==> config.mk <==
export PLATFORM = sky130hd
export DESIGN_NAME = encoder_spin_turn_controller
export DESIGN_NICKNAME = d
export VERILOG_FILES = /design/src/hw/rtl/est_pkg.sv /design/src/hw/rtl/est_cfg.sv /design/src/hw/rtl/encoder_spin_turn_controller.sv
export SDC_FILE = /design/constraint.sdc
export NUM_CORES = 1
export LEC_CHECK = 0
export BUFFER_PORTS_ARGS = -buffer_cell sky130_fd_sc_hd__buf_2
export CAP_MARGIN = 10
export CORE_MARGIN = 5
export CORE_UTILIZATION = 43
export DETAILED_ROUTE_END_ITERATION = 7
export GPL_TIMING_DRIVEN = 0
export SLEW_MARGIN = 30
export SYNTH_ARGS = -nofsm -noshare
export SYNTH_HDL_FRONTEND = slang
export SYNTH_SLANG_ARGS = --single-unit
==> constraint.sdc <==
create_clock -name clk -period 15.9 [get_ports clk]
set_input_delay 1.59 -clock clk [delete_from_list [all_inputs] [get_ports clk]]
set_output_delay 1.59 -clock clk [all_outputs]
set_load 0.02 [all_outputs]
==> src/hw/rtl/est_pkg.sv <==
package est_pkg;

  localparam int CountW  = 32;
  localparam int DriveW  = 8;
  localparam int MagW    = 7;
  localparam int WideW   = 16;
  localparam int RemW    = CountW + 2;
  localparam int NumRegs = 8;
  localparam int AddrW   = $clog2(NumRegs) + 2;
  localparam int InDataW  = 72;
  localparam int OutDataW = 56;

  typedef enum logic [1:0] {
    PH_INIT = 2'd0,
    PH_WAIT = 2'd1,
    PH_TURN = 2'd2,
    PH_DONE = 2'd3
  } phase_t;

  typedef struct packed {
    logic             turn_left;
    logic [WideW-1:0] target_turn;
    logic [MagW-1:0]  max_drive;
    logic [MagW-1:0]  approach_drive;
    logic [WideW-1:0] appr_win;
    logic [WideW-1:0] tolerance;
    logic [WideW-1:0] brake_len;
    logic             use_starter;
  } cfg_t;

endpackage

==> src/hw/rtl/est_cfg.sv <==
module est_cfg (
  input  logic                     clk,
  input  logic                     rst_n,
  input  logic                     cfg_psel,
  input  logic                     cfg_penable,
  input  logic                     cfg_pwrite,
  input  logic [est_pkg::AddrW-1:0] cfg_paddr,
  input  logic [31:0]              cfg_pwdata,
  output logic [31:0]              cfg_prdata,
  output logic                     cfg_pready,
  output est_pkg::cfg_t            cfg
);
  import est_pkg::*;

  typedef enum logic [AddrW-3:0] {
    REG_TURN_LEFT       = 3'd0,
    REG_TARGET_TURN     = 3'd1,
    REG_MAX_DRIVE       = 3'd2,
    REG_APPROACH_DRIVE  = 3'd3,
    REG_APPR_WIN        = 3'd4,
    REG_TOLERANCE       = 3'd5,
    REG_BRAKE_LEN       = 3'd6,
    REG_USE_STARTER     = 3'd7
  } reg_idx_t;

  cfg_t     cfg_r;
  reg_idx_t idx;
  logic     wr_en;

  assign idx        = reg_idx_t'(cfg_paddr[AddrW-1:2]);
  assign wr_en      = cfg_psel && cfg_penable && cfg_pwrite && cfg_pready;
  assign cfg_pready = 1'b1;
  assign cfg        = cfg_r;

  always_ff @(posedge clk) begin
    if (!rst_n) begin
      cfg_r.turn_left       <= 1'b1;
      cfg_r.target_turn     <= '0;
      cfg_r.max_drive       <= '0;
      cfg_r.approach_drive  <= '0;
      cfg_r.appr_win        <= '0;
      cfg_r.tolerance       <= '0;
      cfg_r.brake_len       <= '0;
      cfg_r.use_starter     <= 1'b0;
    end else if (wr_en) begin
      unique case (idx)
        REG_TURN_LEFT:       cfg_r.turn_left       <= cfg_pwdata[0];
        REG_TARGET_TURN:     cfg_r.target_turn     <= cfg_pwdata[WideW-1:0];
        REG_MAX_DRIVE:       cfg_r.max_drive       <= cfg_pwdata[MagW-1:0];
        REG_APPROACH_DRIVE:  cfg_r.approach_drive  <= cfg_pwdata[MagW-1:0];
        REG_APPR_WIN:        cfg_r.appr_win        <= cfg_pwdata[WideW-1:0];
        REG_TOLERANCE:       cfg_r.tolerance       <= cfg_pwdata[WideW-1:0];
        REG_BRAKE_LEN:       cfg_r.brake_len       <= cfg_pwdata[WideW-1:0];
        REG_USE_STARTER:     cfg_r.use_starter     <= cfg_pwdata[0];
        default: ;
      endcase
    end
  end

  always_comb begin
    cfg_prdata = '0;
    unique case (idx)
      REG_TURN_LEFT:       cfg_prdata = {31'd0, cfg_r.turn_left};
      REG_TARGET_TURN:     cfg_prdata = {16'd0, cfg_r.target_turn};
      REG_MAX_DRIVE:       cfg_prdata = {25'd0, cfg_r.max_drive};
      REG_APPROACH_DRIVE:  cfg_prdata = {25'd0, cfg_r.approach_drive};
      REG_APPR_WIN:        cfg_prdata = {16'd0, cfg_r.appr_win};
      REG_TOLERANCE:       cfg_prdata = {16'd0, cfg_r.tolerance};
      REG_BRAKE_LEN:       cfg_prdata = {16'd0, cfg_r.brake_len};
      REG_USE_STARTER:     cfg_prdata = {31'd0, cfg_r.use_starter};
      default:             cfg_prdata = '0;
    endcase
  end

endmodule

==> src/hw/rtl/encoder_spin_turn_controller.sv <==
// an accepted input word passes through the input register, then the tick logic into
// the result register, which holds its result word
// throughput: 1 word per cycle while out_tready is high; the result register stalls
// the input register only when it is full and not taken
// reset: synchronous on rst_n low; phase goes to init, snapshots and brake state clear,
// configuration registers return to defaults (turn_left 1, all others 0)
module encoder_spin_turn_controller (
  input  logic                        clk,
  input  logic                        rst_n,
  // left_count[31:0], right_count[63:32], start_pressed[64], zero fill [71:65]
  input  logic [est_pkg::InDataW-1:0] in_tdata,
  input  logic                        in_tvalid,
  output logic                        in_tready,
  // left_drive[7:0], right_drive[15:8], brake_on[16], stop_on[17],
  // correction_start[18], phase[20:19], turned[52:21], zero fill [55:53]
  output logic [est_pkg::OutDataW-1:0] out_tdata,
  output logic                        out_tvalid,
  input  logic                        out_tready,
  input  logic                        cfg_psel,
  input  logic                        cfg_penable,
  input  logic                        cfg_pwrite,
  input  logic [est_pkg::AddrW-1:0]   cfg_paddr,
  input  logic [31:0]                 cfg_pwdata,
  output logic [31:0]                 cfg_prdata,
  output logic                        cfg_pready
);
  import est_pkg::*;

  cfg_t cfg;

  est_cfg u_cfg (
    .clk        (clk),
    .rst_n      (rst_n),
    .cfg_psel   (cfg_psel),
    .cfg_penable(cfg_penable),
    .cfg_pwrite (cfg_pwrite),
    .cfg_paddr  (cfg_paddr),
    .cfg_pwdata (cfg_pwdata),
    .cfg_prdata (cfg_prdata),
    .cfg_pready (cfg_pready),
    .cfg        (cfg)
  );

  // input register
  logic              in_vld_r;
  logic [CountW-1:0] left_r, right_r;
  logic              start_r;

  // state
  phase_t            phase_r, phase_nxt;
  logic [CountW-1:0] snap_left_r, snap_left_nxt;
  logic [CountW-1:0] snap_right_r, snap_right_nxt;
  logic [WideW-1:0]  brake_left_r, brake_left_nxt;
  logic              braking_r, braking_nxt;

  // result register
  logic                     out_vld_r;
  logic signed [DriveW-1:0] ldrv_r, ldrv_nxt;
  logic signed [DriveW-1:0] rdrv_r, rdrv_nxt;
  logic                     brk_r, brk_nxt;
  logic                     stp_r, stp_nxt;
  logic                     cst_r, cst_nxt;
  phase_t                   oph_r;
  logic signed [CountW-1:0] turned_r, turned_nxt;

  logic adv, in_acc;

  assign adv       = in_vld_r && (!out_vld_r || out_tready);
  assign in_tready = !in_vld_r || adv;
  assign in_acc    = in_tvalid && in_tready;

  // tick arithmetic
  logic [CountW-1:0]        dl, dr, diff;
  logic signed [CountW-1:0] half, wturn;
  logic signed [RemW-1:0]   rem;
  logic [RemW-1:0]          mag;
  logic                     in_tol, in_win;
  logic [MagW-1:0]          pwr;
  logic signed [DriveW-1:0] pwr_s;
  logic                     td_pos;

  always_comb begin
    dl     = left_r - snap_left_r;
    dr     = right_r - snap_right_r;
    diff   = dr - dl;
    // arithmetic shift floors; bump odd negatives to truncate toward zero
    half   = ($signed(diff) >>> 1) + $signed({{(CountW-1){1'b0}}, diff[CountW-1] & diff[0]});
    wturn  = cfg.turn_left ? half : -half;
    rem    = $signed({{(RemW-WideW){1'b0}}, cfg.target_turn})
           - $signed({{(RemW-CountW){wturn[CountW-1]}}, wturn});
    mag    = rem[RemW-1] ? $unsigned(-rem) : $unsigned(rem);
    in_tol = mag <= {{(RemW-WideW){1'b0}}, cfg.tolerance};
    in_win = mag <= {{(RemW-WideW){1'b0}}, cfg.appr_win};
    pwr    = (in_win && (cfg.approach_drive < cfg.max_drive)) ? cfg.approach_drive
                                                               : cfg.max_drive;
    pwr_s  = $signed({1'b0, pwr});
    td_pos = ((rem > 0) == cfg.turn_left);
  end

  always_comb begin
    phase_nxt      = phase_r;
    snap_left_nxt  = snap_left_r;
    snap_right_nxt = snap_right_r;
    brake_left_nxt = brake_left_r;
    braking_nxt    = braking_r;
    ldrv_nxt       = '0;
    rdrv_nxt       = '0;
    brk_nxt        = 1'b0;
    stp_nxt        = 1'b0;
    cst_nxt        = 1'b0;
    turned_nxt     = '0;
    unique case (phase_r)
      PH_INIT: phase_nxt = PH_WAIT;
      PH_WAIT: begin
        if (!cfg.use_starter || start_r) begin
          snap_left_nxt  = left_r;
          snap_right_nxt = right_r;
          braking_nxt    = 1'b0;
          cst_nxt        = 1'b1;
          phase_nxt      = PH_TURN;
        end
      end
      PH_TURN: begin
        turned_nxt = wturn;
        if (braking_r) begin
          if (brake_left_r <= WideW'(1)) begin
            brake_left_nxt = '0;
            stp_nxt        = 1'b1;
            phase_nxt      = PH_DONE;
          end else begin
            brake_left_nxt = brake_left_r - WideW'(1);
            brk_nxt        = 1'b1;
          end
        end else if (in_tol) begin
          brk_nxt        = 1'b1;
          brake_left_nxt = cfg.brake_len;
          braking_nxt    = 1'b1;
        end else begin
          ldrv_nxt = td_pos ? -pwr_s : pwr_s;
          rdrv_nxt = td_pos ? pwr_s : -pwr_s;
        end
      end
      PH_DONE: turned_nxt = wturn;
      default: phase_nxt = PH_INIT;
    endcase
  end

  always_ff @(posedge clk) begin
    if (!rst_n) begin
      in_vld_r     <= 1'b0;
      out_vld_r    <= 1'b0;
      phase_r      <= PH_INIT;
      snap_left_r  <= '0;
      snap_right_r <= '0;
      brake_left_r <= '0;
      braking_r    <= 1'b0;
    end else begin
      if (in_acc) begin
        in_vld_r <= 1'b1;
      end else if (adv) begin
        in_vld_r <= 1'b0;
      end
      if (adv) begin
        out_vld_r    <= 1'b1;
        phase_r      <= phase_nxt;
        snap_left_r  <= snap_left_nxt;
        snap_right_r <= snap_right_nxt;
        brake_left_r <= brake_left_nxt;
        braking_r    <= braking_nxt;
      end else if (out_tready) begin
        out_vld_r <= 1'b0;
      end
    end
  end

  // payload registers
  always_ff @(posedge clk) begin
    if (in_acc) begin
      left_r  <= in_tdata[CountW-1:0];
      right_r <= in_tdata[2*CountW-1:CountW];
      start_r <= in_tdata[2*CountW];
    end
    if (adv) begin
      ldrv_r   <= ldrv_nxt;
      rdrv_r   <= rdrv_nxt;
      brk_r    <= brk_nxt;
      stp_r    <= stp_nxt;
      cst_r    <= cst_nxt;
      oph_r    <= phase_nxt;
      turned_r <= turned_nxt;
    end
  end

  assign out_tvalid = out_vld_r;
  assign out_tdata  = {{(OutDataW-2*DriveW-5-CountW){1'b0}}, turned_r, oph_r,
                       cst_r, stp_r, brk_r, rdrv_r, ldrv_r};

`ifndef ASSERT_OFF
  a_done_sticks: assert property (@(posedge clk) disable iff (!rst_n)
    phase_r == PH_DONE |=> phase_r == PH_DONE)
    else $error("left done phase without reset");

  a_brake_in_turn: assert property (@(posedge clk) disable iff (!rst_n)
    braking_r |-> phase_r == PH_TURN || phase_r == PH_DONE)
    else $error("braking outside turn");

  a_init_once: assert property (@(posedge clk) disable iff (!rst_n)
    (phase_r == PH_INIT && adv) |=> phase_r == PH_WAIT)
    else $error("init phase not left after one word");

  a_start_phase: assert property (@(posedge clk) disable iff (!rst_n)
    (out_vld_r && cst_r) |-> (oph_r == PH_TURN && turned_r == '0))
    else $error("start word with wrong phase or turn");

  a_stop_phase: assert property (@(posedge clk) disable iff (!rst_n)
    (out_vld_r && stp_r) |-> (oph_r == PH_DONE && !brk_r))
    else $error("stop word inconsistent");
`endif

endmodule

Word level (Yosys, flattened, before mapping)
Index checks and enable logic that the tools add are counted.
W data, S select, Z words.
- word-level logic and storage cells: 114
- bits of input ports: 116
- output and inout port bits: 91
- bits in registers: 283
- $add $sub $neg: 9
- reductions and logical operators: 33
- multiplexer cells: 25
- magnitude comparators: 5
- bitwise logic cells: 3
- eq/ne operators: 12
- operators with widths (cell ; number):
    $pmux W32 S8 ; 1
    $sub A32 B32 Y32 ; 3
    $le A34 B16 Y1 ; 2
    $mux W16 ; 3
    $mux W34 ; 1
    $neg A33 Y34 ; 1
    $gt A33 B1 Y1 const B ; 1
    $sub A17 B32 Y33 ; 1
    $add A31 B2 Y32 ; 1
    $mux W32 ; 1
    $neg A32 Y32 ; 1
    $mux W7 ; 3
    $reduce_and A2 Y1 ; 9
    $le A16 B1 Y1 const B ; 1
    $sub A16 B1 Y16 const B ; 1
    $eq A3 B3 Y1 const B ; 4
    $mux W1 ; 11
    $reduce_and A3 Y1 ; 3
    $neg A7 Y8 ; 1
    $reduce_bool A2 Y1 ; 4
    $reduce_or A4 Y1 ; 2
    $lt A7 B7 Y1 ; 1
    $eq A3 B2 Y1 const B ; 2
    $mux W2 ; 3
    other kinds (16) ; 26

Logic depth before layout (Yosys ltp)
- depth after elaboration: 14
- depth in mapped cells: 60

By module
Synthesis repeated with hierarchy kept, for this count alone.
- cells, all modules: 2441
- area, all modules: 21514.4 um2
- by module, submodules not included (module ; cells each ; sequential area each (um2) ; area an instance (um2) ; instances):
    encoder_spin_turn_controller ; 2052 ; 5215.0 ; 17753.3 ; 1
    est_cfg ; 389 ; 1601.5 ; 3761.1 ; 1

Worst setup path before layout
OpenSTA, ideal clock, no wires.
- kind: register to register
- start: register left_r[4]
- end: register ldrv_r[6] (data pin)
- arrival: 12235 ps
- library setup time: 138 ps
- data required time: 15762 ps
- clock period less this slack: 12373 ps
- stages on the path, launching flop included: 58
- setup slack: 3527 ps
- cell sequence: edfxtp_1 > fa_1 > inv_1 > fa_1 > ha_1 > nand2_1 > o31a_4 > a2bb2oi_2 > o21ai_0 > nand2_1 > o21ai_0 > a21o_1 > a21oi_1 > xnor2_1 > and2_1 > ha_1 > ha_1 > and3_1 > (+22 left out) > a21o_1 > a21o_1 > a21oi_1 > nor2_1 > a2111oi_0 > o21ai_0 > a21o_1 > a21oi_1 > o21ai_0 > nor4_4 > buf_2 > mux2i_1 > ha_1 > nand4_1 > a21boi_0 > xnor2_1 > mux2_2 > nor2_1
- cells in the longest elaborated chain, start to end: 14
- elaborated cells on any way between the ends: 18
- RTL lines (item ; line ; text):
    start, declared ; encoder_spin_turn_controller.sv:46 ; logic [CountW-1:0] left_r, right_r;
    start signal, assigned ; encoder_spin_turn_controller.sv:179 ; left_r <= in_tdata[CountW-1:0];
    $sub A32 B32 Y32 * ; encoder_spin_turn_controller.sv:83 ; dl = left_r - snap_left_r;
    $sub A32 B32 Y32 * ; encoder_spin_turn_controller.sv:85 ; diff = dr - dl;
    $and A1 B1 Y1 ; encoder_spin_turn_controller.sv:87 ; half = ($signed(diff) >>> 1) + $signed({{(CountW-1){1'b0}}, diff[CountW-1] & diff[0]});
    $add A31 B2 Y32 * ; encoder_spin_turn_controller.sv:87 ;
    $neg A32 Y32 ; encoder_spin_turn_controller.sv:88 ; wturn = cfg.turn_left ? half : -half;
    $mux W32 * ; encoder_spin_turn_controller.sv:88 ;
    $sub A17 B32 Y33 * ; encoder_spin_turn_controller.sv:90 ; - $signed({{(RemW-CountW){wturn[CountW-1]}}, wturn});
    $neg A33 Y34 ; encoder_spin_turn_controller.sv:91 ; mag = rem[RemW-1] ? $unsigned(-rem) : $unsigned(rem);
    $mux W34 ; encoder_spin_turn_controller.sv:91 ;
    $le A34 B16 Y1 ; encoder_spin_turn_controller.sv:93 ; in_win = mag <= {{(RemW-WideW){1'b0}}, cfg.appr_win};
    $logic_and A1 B1 Y1 ; encoder_spin_turn_controller.sv:94 ; pwr = (in_win && (cfg.approach_drive < cfg.max_drive)) ? cfg.approach_drive
    $mux W7 ; encoder_spin_turn_controller.sv:94 ;
    $neg A7 Y8 ; encoder_spin_turn_controller.sv:139 ; ldrv_nxt = td_pos ? -pwr_s : pwr_s;
    $mux W7 ; encoder_spin_turn_controller.sv:139 ;
    end signal, assigned ; encoder_spin_turn_controller.sv:184 ; ldrv_r <= ldrv_nxt;
    end, declared ; encoder_spin_turn_controller.sv:58 ; logic signed [DriveW-1:0] ldrv_r, ldrv_nxt;
Every way passes the cells marked *; elsewhere a longest branch is shown, timed or not.
A chain may end at the register's enable or synchronous reset.

Worst setup path in the final report
Same ends and word-level chain as after synthesis.

==> flow_summary.rst <==
.. list-table::
   :header-rows: 1

   * - Metric
     - Value
   * - I/O pin count
     - 207
   * - Ratio of routed vias to standard cells
     - 5.455
   * - CTS Buf Count
     - 35
   * - Synth async-reset ratio
     - 0%
   * - Fraction of the yosys area taken by sequential cells
     - 32.86%
   * - Fmax
     - 0.06779 GHz
   * - Startpoint-to-endpoint class of the critical path
     - reg2reg
   * - Max Slew Vio Count
     - 0
   * - Most Frequent Cell on Critical Path
     - sky130_fd_sc_hd__a21oi_1
   * - Clock slew at the register clock pins of the worst setup and hold paths
     - 0.06 ns
   * - Die area
     - 0.05273 mm^2
   * - Cell Area, Placed
     - 0.02245 mm^2
   * - FF-to-FF Start
     - left_r[4]$_DFFE_PP_
   * - Core Footprint
     - 0.04775 mm^2
   * - Final weighted congestion of routability-driven global placement
     - 0.9068
   * - Insertion delay of the later-clocked pin in the worst-skew pair
     - 0.56 ns
   * - Final-stage net count
     - 2883
   * - Worst Reg2Reg Path Length in Cells
     - 57
   * - Post-synthesis cell count
     - 2391
   * - Status
     - complete, no violations
   * - Filler instances
     - 4516
   * - Crit path to
     - ldrv_r[6]$_SDFFCE_PP0P_
   * - CTS Sinks
     - 282
   * - Most common cell after layout, fill and taps aside
     - sky130_fd_sc_hd__nand2_1
   * - Transition time at the pin with the least slew margin
     - 0.9535 ns
   * - Detailed placer's ending HPWL
     - 48530 um
   * - Layout cell share with drive strength beyond 1
     - 12.33%
   * - Maximum clock path buffer count
     - 3
   * - Detail-routed net length per standard cell
     - 18.62 um
   * - Worst min-delay path startpoint
     - snap_left_r[29]$_SDFFE_PN0P_
   * - Static leakage
     - 9.095 nW
   * - Data arrival time of the critical path
     - 15.17 ns
   * - Tightest slew margin relative to the limit
     - 35.94%
   * - Number of remaining DRC errors
     - 0
   * - Library cell used as clock root buffer
     - sky130_fd_sc_hd__clkbuf_16
   * - Remaining global-route overflow
     - 0
   * - Die Span Y
     - 229.6 um
   * - Post-synthesis register bit count
     - 282
   * - DRT Wirelength
     - 60560 um
   * - Worst EP required
     - 16.31 ns
   * - PwrDens
     - 141.5 mW/mm^2
   * - Hold Path Class
     - reg2reg
   * - Area overhead of the layout relative to synthesis
     - 13.90%
   * - End of the worst register-to-register path
     - ldrv_r[6]$_SDFFCE_PP0P_
   * - Maximum vdd drop
     - 82.36 uV
   * - Largest net degree at the start of global routing
     - 54
   * - Final Setup Violations
     - 0
   * - CP max stage delay
     - 0.72 ns
   * - Count of nets left with antenna violations after detail routing
     - 0
   * - Unrepaired setup endpoints after global routing
     - false
   * - Leading register cell type out of synthesis
     - sky130_fd_sc_hd__dfxtp_1
   * - Warning count from the yosys run
     - 0
   * - Critical Path Source Type
     - flip-flop
   * - Width of the die
     - 229.6 um
   * - Number of enable-type register cells in the synthesized netlist
     - 117
   * - Number of max-capacitance violations reported
     - 0
   * - Utilization after layout
     - 49.48%
   * - Final worst clock skew
     - 0.02815 ns
   * - Number of placed cells counting well taps
     - 3185
   * - Crit end category
     - flip-flop
   * - Number of port buffers
     - 158
   * - Slowest-stage cell, CP
     - sky130_fd_sc_hd__o41ai_4
   * - Final Non-Filler Cells
     - 3252
   * - Worst setup path start
     - left_r[4]$_DFFE_PP_
   * - Clock tree from TritonCTS
     - yes
   * - Aggregate negative setup slack
     - 0 ns
   * - Unique masters post-synth
     - 109
   * - Initial Util
     - 43.44%
   * - Initial DRT Pass Iterations
     - 7
   * - Number of global-route vias before repair
     - 17146
   * - R2R Setup Slk
     - 1.15 ns
   * - Final standard cell area without fillers
     - 0.02363 mm^2
   * - Total number of vias
     - 17739
   * - Global-route wire length before repair
     - 95190 um
   * - Final Hold Fails
     - 0
   * - Post-layout min period
     - 14.75 ns
   * - Detailed router's first-iteration violation count
     - 1164
   * - Number of levels the H-tree was split into
     - 2
   * - Max Fanout on Critical Path
     - 10
   * - # rows
     - 80
   * - Top library cells by usage in the layout, fill and taps aside
     - sky130_fd_sc_hd__nand2_1 (367), sky130_fd_sc_hd__inv_1 (190), sky130_fd_sc_hd__buf_2 (170), sky130_fd_sc_hd__nor2_1 (167), sky130_fd_sc_hd__dfxtp_1 (165)
   * - Final worst path period share
     - 92.77%
   * - Number of buffers inserted for hold repair after clock tree synthesis
     - 0
   * - Global router's overall resource usage
     - 22.35%
   * - Initial antenna violation count
     - 0
   * - Summed instance area of the synthesized netlist
     - 0.02074 mm^2
   * - Synthesized area divided by synthesized cell count
     - 8.675 um^2
==> Yosys cell counts, types with 9 or more instances <==
library cell	number	area, um^2
sky130_fd_sc_hd__a211oi_1	17	127.6
sky130_fd_sc_hd__a21boi_0	135	1013
sky130_fd_sc_hd__a21o_1	30	225.2
sky130_fd_sc_hd__a21oi_1	107	535.5
sky130_fd_sc_hd__a221oi_1	9	78.83
sky130_fd_sc_hd__a22o_1	11	96.34
sky130_fd_sc_hd__a31oi_1	19	118.9
sky130_fd_sc_hd__and2_1	31	193.9
sky130_fd_sc_hd__and3_1	23	143.9
sky130_fd_sc_hd__and4_1	11	96.34
sky130_fd_sc_hd__buf_2	12	60.06
sky130_fd_sc_hd__buf_4	26	195.2
sky130_fd_sc_hd__clkbuf_1	79	296.5
sky130_fd_sc_hd__dfxtp_1	165	3303
sky130_fd_sc_hd__edfxtp_1	117	3513
sky130_fd_sc_hd__fa_1	63	1261
sky130_fd_sc_hd__ha_1	93	1164
sky130_fd_sc_hd__inv_1	191	716.9
sky130_fd_sc_hd__mux2i_1	47	470.5
sky130_fd_sc_hd__nand2_1	367	1378
sky130_fd_sc_hd__nand2b_1	22	137.6
sky130_fd_sc_hd__nand3_1	50	250.2
sky130_fd_sc_hd__nand4_1	35	219.0
sky130_fd_sc_hd__nor2_1	167	626.9
sky130_fd_sc_hd__nor2b_1	39	244.0
sky130_fd_sc_hd__nor3_1	49	245.2
sky130_fd_sc_hd__nor3b_1	11	82.58
sky130_fd_sc_hd__nor4_1	13	81.33
sky130_fd_sc_hd__o21a_1	18	135.1
sky130_fd_sc_hd__o21ai_0	70	350.3
sky130_fd_sc_hd__o31ai_1	10	75.07
sky130_fd_sc_hd__or3_1	14	87.58
sky130_fd_sc_hd__xnor2_1	98	858.3
sky130_fd_sc_hd__xor2_1	47	411.6
==> registers in the layout, indices dropped and copies added (netlist names) <==
register      cells
phase_r           2
braking_r         1
ldrv_r            8
stp_r             1
snap_left_r      32
left_r           32
snap_right_r     32
brk_r             1
start_r           1
rdrv_r            7
right_r          32
oph_r             2
turned_r         32
cst_r             1
u_cfg.cfg        80
out_tvalid        1
in_vld_r          1
brake_left_r     16
==> power breakdown <==
part / internal, mW / switching, mW / leakage [nW]
Clock: 0.477 / 0.313 / 0.563
Sequential: 0.777 / 0.0126 / 2.48
Combinational: 0.655 / 1.11 / 6.05
==> per-layer routing <==
metal	part of all wire [%]	wire length, um	up-vias	GRT usage, %
met5	0	0	-	0
met4	2.1	1288	0	5.112
met3	4.5	2697	76	2.811
met2	48	28860	440	37.91
met1	46	27710	8470	30.61
li1	-	-	8753	-
==> kinds of logic (layout without fill, tap and decap cells) <==
group | count (synthesis) | count (layout) | synth area share, %
and+or+nand+nor | 871 | 871 | 20.10
AOI/OAI and AO/OA | 553 | 553 | 19.30
buffers and inverters | 318 | 544 | 6.478
DFF | 282 | 282 | 32.86
adders and majority gates | 156 | 156 | 11.69
xor gates and xnor gates | 151 | 151 | 6.593
muxes | 58 | 58 | 2.938
other | 2 | 22 | 0.03621
==> through the flow <==
stage / setup slack (ns) / total power, mW / hold WS (ns)
2_1_floorplan: 3.527 / 2.110 / 0.4435
3_3_place_gp: 1.162 / 2.494 / 0.4515
3_5_place_dp: 1.078 / 2.528 / 0.4565
4_1_cts: 0.9871 / 3.339 / 0.4644
5_1_grt: 0.1604 / 3.583 / 0.4861
6_report: 1.150 / 3.343 / 0.4610
==> how the worst min path moves through the flow <==
| stage | to | slack [ns] | cells after the start |
|---|---|---|---|
| 6_report | snap_left_r[29]$_SDFFE_PN0P_ | 0.46 | 2 |
| 5_1_grt | snap_left_r[0]$_SDFFE_PN0P_ | 0.49 | 2 |
| 4_1_cts | snap_left_r[29]$_SDFFE_PN0P_ | 0.46 | 2 |
| 3_5_place_dp | snap_left_r[29]$_SDFFE_PN0P_ | 0.46 | 2 |
| 3_3_place_gp | snap_right_r[0]$_SDFFE_PN0P_ | 0.45 | 2 |
| 2_1_floorplan | snap_left_r[10]$_SDFFE_PN0P_ | 0.44 | 2 |
==> critical path, delay by kind of cell, from the launching register on <==
kind / cells / cell delay [ns]
XOR/XNOR: 4 / 0.78
AND/OR/NAND/NOR: 14 / 3.23
AO/OA/AOI/OAI: 25 / 5.78
flip-flops: 1 / 0.44
adder cells (fa/ha/maj): 8 / 2.85
multiplexers: 3 / 0.88
buffers and inverters: 3 / 0.61
==> timing repair <==
item                                   CTS  global route
endpoints found under the hold margin    0             0
resized for setup                        0             1
setup buffers                            0             4
setup endpoints to repair                0             2
==> cell type report <==
cell class / instances / area (um^2) / area share, %
Timing Repair Buffer: 165 / 883.3 / 3.739
Clock buffer: 49 / 1011 / 4.279
Multi-Input combinational cell: 1809 / 12670 / 53.61
Inverter: 193 / 726.9 / 3.077
Sequential cell: 282 / 6817 / 28.85
Buffer: 125 / 619.3 / 2.621
Antenna cell: 2 / 5.005 / 0.02118
Clock inverter: 12 / 127.6 / 0.5402
Tap cell: 615 / 769.5 / 3.257
Note: power is estimated with default switching activity, not from simulation.
